### src/hw/rtl/tvdr_ram.sv
// Generic single-write, single-read synchronous RAM with registered read data.
module tvdr_ram #(
	parameter int WIDTH = 8,
	parameter int DEPTH = 32
) (
	input  logic                     clk,
	input  logic                     we,
	input  logic [$clog2(DEPTH)-1:0] waddr,
	input  logic [WIDTH-1:0]         wdata,
	input  logic [$clog2(DEPTH)-1:0] raddr,
	output logic [WIDTH-1:0]         rdata
);

	logic [WIDTH-1:0] mem [DEPTH];

	always_ff @(posedge clk) begin
		if (we) begin
			mem[waddr] <= wdata;
		end
		rdata <= mem[raddr];
	end

endmodule

### config.mk
export PLATFORM = sky130hd
export DESIGN_NAME = tvdr_ram
export DESIGN_NICKNAME = d
export VERILOG_FILES = /design/src/hw/rtl/tvdr_ram.sv
export SDC_FILE = /design/constraint.sdc
export NUM_CORES = 1
export LEC_CHECK = 0
export BUFFER_PORTS_ARGS = -buffer_cell sky130_fd_sc_hd__buf_2
export CORE_UTILIZATION = 45
export DETAILED_ROUTE_END_ITERATION = 12
export SLEW_MARGIN = 10
export SYNTH_ARGS = -nofsm -noshare
export SYNTH_HDL_FRONTEND = slang
export SYNTH_SLANG_ARGS = --single-unit
### constraint.sdc
create_clock -name clk -period 7.4 [get_ports clk]
set_input_delay 2.22 -clock clk [delete_from_list [all_inputs] [get_ports clk]]
set_output_delay 2.22 -clock clk [all_outputs]
set_load 0.01 [all_outputs]
==> results of run 1 <==
worst min-delay path, stage by stage (launching register included):
cell and delay, ns:
edfxtp_1 0.32, mux4_2 0.21, mux4_2 0.21, mux2_2 0.13
flip-flops by register name (all words and copies together) (netlist names):
signal / cells
mem: 256
rdata: 8
cell type report:
class	instances	area, sq um	share of cell area
antenna	2	5.005	0.0004412
clock inverter	16	181.4	0.01599
tap	280	350.3	0.03088
timing repair buffer	29	152.6	0.01346
multi-input combinational	133	2100	0.1851
sequential	264	7848	0.6917
clock buffer	33	708.2	0.06242
report_power, final:
group / switching [mW] / total (mW) / internal [mW]
combinational: 0.0887 / 0.154 / 0.0651
clock: 0.536 / 1.35 / 0.817
sequential: 0.00993 / 1.67 / 1.66
per-layer routing:
layer  up-vias  part of all wire  track usage
met3        28             0.069      0.03413
met5         -                 0            0
met1      2425              0.45       0.2973
met4         0             0.014      0.05150
met2       164              0.47       0.2950
li1       1852                 -            -
how the worst max path moves through the flow:
stage	startpoint	end	slack [ns]	cells after the start
global placement	raddr[0]	rdata[3]$_DFF_P_	2.46	5
floorplan	raddr[2]	rdata[0]$_DFF_P_	3.38	5
global route	raddr[0]	rdata[7]$_DFF_P_	2.88	5
CTS	raddr[0]	rdata[6]$_DFF_P_	2.98	5
detailed placement	raddr[0]	rdata[6]$_DFF_P_	2.42	5
finish	raddr[2]	rdata[2]$_DFF_P_	2.99	5
kinds of logic after synthesis:
family / Yosys count / synth area share
muxes: 88 / 0.1882
and+or+nand+nor: 45 / 0.02066
DFF: 264 / 0.7806
buffers and inverters: 20 / 0.01058
Yosys cell counts, drive strengths merged:
library cell,n
nand3,2
or3b,3
nand2,1
mux4,80
edfxtp,256
mux2,8
or3,1
buf,14
dfxtp,8
clkbuf,6
nor2,33
nand3b,5
==> impl_metrics.json, run 1 <==
{
  "status": "completed",
  "pin_count": 28,
  "hp-start": "mem[23][5]$_DFFE_PP_",
  "arrival_ns": 4.82,
  "stdcell_count": 757,
  "rsz0062_at_grt": "false",
  "vias_per_cell": 5.904,
  "power.leakage_nw": 3.518,
  "hold_path_end": "rdata[5]$_DFF_P_",
  "period_share": 0.5959,
  "cts_setup_buffers": 0,
  "drive_gt1_frac": 0.3389,
  "synthToLayoutAreaGrowth_pct": 12.84,
  "r2r-start": "mem[31][4]$_DFFE_PP_",
  "syn-mean-instance-area_sq_um": 24.11,
  "cts_root_buffer": "clkbuf_16",
  "crit_path_max_fanout": 39,
  "crit_path_max_incr_delay_ns": 0.78,
  "r2r_slack_ns": 5.58,
  "reg2reg_depth": 3,
  "synth_top_area_share": 0.7647,
  "seq_area_frac_synth": 0.7806,
  "critical_path_class": "in -> reg",
  "maxSlewViolCount": 0,
  "synth_area_sq_um": 10050,
  "placed_area_sq_um": 10450,
  "ctsResizeCount": 0,
  "synth_area_leader_cell": "edfxtp_1",
  "synthesis.nets": 437,
  "cts.clk_slew.worst_paths_ns": 0.06,
  "die_h_microns": 151.5,
  "antenna_found_initial": 1,
  "worstMarginPinSlew_ns": 1.077,
  "min_path_cells": 3,
  "ant_nets": 0,
  "maxCapViolations": 0,
  "irDropWorstVdd_v": 0.0001230,
  "cp.required_ns": 7.81,
  "end_kind": "flop",
  "first_pass_iters": 6,
  "layout_commonest_cell": "edfxtp_1",
  "synth-seq-cells": 264,
  "hold_class": "reg -> reg",
  "cp_cell_sequence": "buf_2 -> buf_4 -> mux4_2 -> mux4_2 -> mux2_2",
  "crit_top_cell": "mux4_2",
  "htreeDepth": 1,
  "cp_slowest_cell": "buf_2",
  "routabilityCongestion": 0.7564,
  "timing.rr.end": "rdata[4]$_DFF_P_",
  "cts_sinks": 264,
  "num_rows": 54,
  "fillers": 1722,
  "setup_ws_ns": 2.991,
  "p_total_mw": 3.180,
  "cts_hold_buffers": 0,
  "route.detailed.drc": 0,
  "start_util": 0.4592,
  "synthTopCellsByArea": "edfxtp_1 (76%), mux4_2 (18%), dfxtp_1 (1.6%)",
  "die_w_microns": 151.5,
  "grt_pass1_vias": 4573,
  "vias": 4469,
  "synthCells": 417,
  "dpl_worst_slack_ns": 2.423,
  "drtIter0Drc": 395,
  "hold_viol_final": 0,
  "clockBufferDepth": 3,
  "dieArea_sq_um": 22940,
  "wl_mm": 21.35,
  "portBuffers": 27,
  "fin_area_sq_um": 11340,
  "grt_overflow": 0,
  "setup_viol": 0,
  "hpwl_mm": 13.26,
  "nets": 475,
  "relSlewSlack": 0.2818,
  "wl_per_cell_microns": 28.20,
  "cts-buffers-inserted": 27,
  "grt_pass1_wl_mm": 30.99,
  "critPathBufInv": 2,
  "place_inst": 706,
  "crit_family": "buffers and inverters",
  "ys_warn_count": 0,
  "grt_usage": 0.1959,
  "skew_ns": 0.01128,
  "fmax_ghz": 0.2268,
  "final_core_util": 0.5182,
  "clkLatencyLatePin_ns": 0.52,
  "fp.coreArea_sq_um": 21890,
  "fin_setup_tns_ns": 0,
  "power_density_nw_per_um2": 280.3,
  "start_kind": "primary input",
  "final_cell_mix": "edfxtp_1 (256), mux4_2 (80), nor2_1 (33)",
  "grt_max_degree": 49,
  "netlist-cell-type-count": 15,
  "hold_ws_ns": 0.9061,
  "cts_tree": "built",
  "period_minus_slack_ns": 4.409
}
Power figures use the tool's default switching activity.
==> inputs of run 2 (changes only) <==
- clock period: 7.4 -> 3.75 ns (I/O delays scaled with it)
==> impl_metrics.json, run 2 (same netlist as run 1, synthesis figures left out) <==
{
  "num_rows": 54,
  "critical_path_class": "in -> reg",
  "cts.clk_slew.worst_paths_ns": 0.06,
  "hpwl_mm": 12.75,
  "rsz0062_at_grt": "false",
  "clkLatencyLatePin_ns": 0.52,
  "portBuffers": 27,
  "maxSlewViolCount": 0,
  "top_regs": "mem x256, rdata x8",
  "period_minus_slack_ns": 2.615,
  "seq_power_share": 0.530,
  "synthToLayoutAreaGrowth_pct": 14.72,
  "cp_cell_sequence": "buf_4 -> buf_12 -> mux4_2 -> mux4_2 -> mux2_2",
  "final_cell_mix": "edfxtp_1 (256), mux4_2 (80), nor2_1 (33)",
  "swShare": 0.1977,
  "dieArea_sq_um": 22940,
  "grt_usage": 0.1883,
  "top_layer": "met4",
  "p_sw_mw": 1.229,
  "grt_overflow": 0,
  "cts_root_buffer": "clkbuf_16",
  "ant_nets": 0,
  "maxCapViolations": 0,
  "end_kind": "flop",
  "routabilityCongestion": 0.7594,
  "arrival_ns": 3.02,
  "crit_top_cell": "mux4_2",
  "clockBufferDepth": 3,
  "largest_reg_flops": 256,
  "ctsResizeCount": 0,
  "cp.required_ns": 4.15,
  "antenna_found_initial": 0,
  "worstMarginPinSlew_ns": 0.8604,
  "skew_ns": 0.007713,
  "wl_met3_mm": 1.797,
  "vias": 4428,
  "fmax_ghz": 0.3825,
  "wl_per_cell_microns": 26.39,
  "start_kind": "primary input",
  "irDropWorstVdd_v": 0.0003108,
  "wl_met2_mm": 9.434,
  "wl_mm": 20.45,
  "grt_max_degree": 33,
  "cts_setup_buffers": 0,
  "p_int_mw": 4.987,
  "hold_class": "reg -> reg",
  "cts-buffers-inserted": 26,
  "diodes": 0,
  "cts_sinks": 264,
  "crit_path_max_fanout": 23,
  "relSlewSlack": 0.4243,
  "cp_slowest_cell": "mux4_2",
  "power_density_nw_per_um2": 538.9,
  "layout_commonest_cell": "edfxtp_1",
  "hold_viol_final": 0,
  "htreeDepth": 1,
  "power.leakage_nw": 3.648,
  "top_register": "mem",
  "route.detailed.drc": 0,
  "setup_viol": 0,
  "vias_per_cell": 5.714,
  "start_util": 0.4592,
  "cts_tree": "built",
  "grt_pass1_vias": 4570,
  "clkPwrFrac": 0.418,
  "status": "completed",
  "nets": 495,
  "pin_count": 28,
  "period_share": 0.6972,
  "drt-met1-wl_mm": 8.917,
  "fin_setup_tns_ns": 0,
  "drive_gt1_frac": 0.3657,
  "grt_pass1_wl_mm": 30.41,
  "cts_hold_buffers": 0,
  "first_pass_iters": 4,
  "die_h_microns": 151.5,
  "comb_power_share": 0.051,
  "crit_path_max_incr_delay_ns": 0.56,
  "die_w_microns": 151.5,
  "drtIter0Drc": 371,
  "p_total_mw": 6.216,
  "fp.coreArea_sq_um": 21890
}
[run 2: per-stage QoR]
stage / hold slack (ns) / utilization / setup WS, ns / instances / area [sq um]
floorplan: 0.8652 / - / 0.8226 / 417 / 10050
global placement: 0.8902 / 0.4874 / 0.5584 / 727 / 10670
detailed placement: 0.8970 / 0.4874 / 0.5561 / 727 / 10670
CTS: 0.9106 / 0.5269 / 1.104 / 775 / 11530
global route: 0.9357 / 0.5269 / 1.079 / 775 / 11530
finish: 0.9096 / 0.5269 / 1.135 / 775 / 11530
[run 2: worst max-delay path, delay by kind of cell]
family	cells	cell delay [ns]
buffers and inverters	2	0.48
multiplexers	3	1.38
[run 2: path summary, 6_finish.rpt]
| kind | startpoint | endpoint | slack [ns] | cells after the start |
|---|---|---|---|---|
| max | raddr[0] | rdata[2]$_DFF_P_ | 1.14 | 5 |
| min | mem[25][7]$_DFFE_PP_ | rdata[7]$_DFF_P_ | 0.91 | 3 |
| max reg2reg | mem[13][3]$_DFFE_PP_ | rdata[3]$_DFF_P_ | 1.94 | 3 |
| min reg2reg | mem[25][7]$_DFFE_PP_ | rdata[7]$_DFF_P_ | 0.91 | 3 |
[run 2: power by group through the flow]
stage          sequential (mW)  combinational, mW  clock [mW]
5_1_grt                   3.30              0.340        2.75
4_1_cts                   3.30              0.324        2.65
6_report                  3.30              0.318        2.60
2_1_floorplan             3.36              0.175           0
3_5_place_dp              3.36              0.322           0
3_3_place_gp              3.36              0.317           0
[run 2: final cells by class]
class	count	area [sq um]
sequential	264	7848
clock inverter	11	130.1
timing repair buffer	50	372.9
clock buffer	37	733.2
fill	1710	10360
tap	280	350.3
multi-input combinational	133	2100
[run 2: per-layer routing]
metal | global-route usage | vias up
li1 | - | 1895
met1 | 0.2936 | 2345
met2 | 0.2760 | 160
met3 | 0.03473 | 28
met4 | 0.04400 | 0
met5 | 0 | -
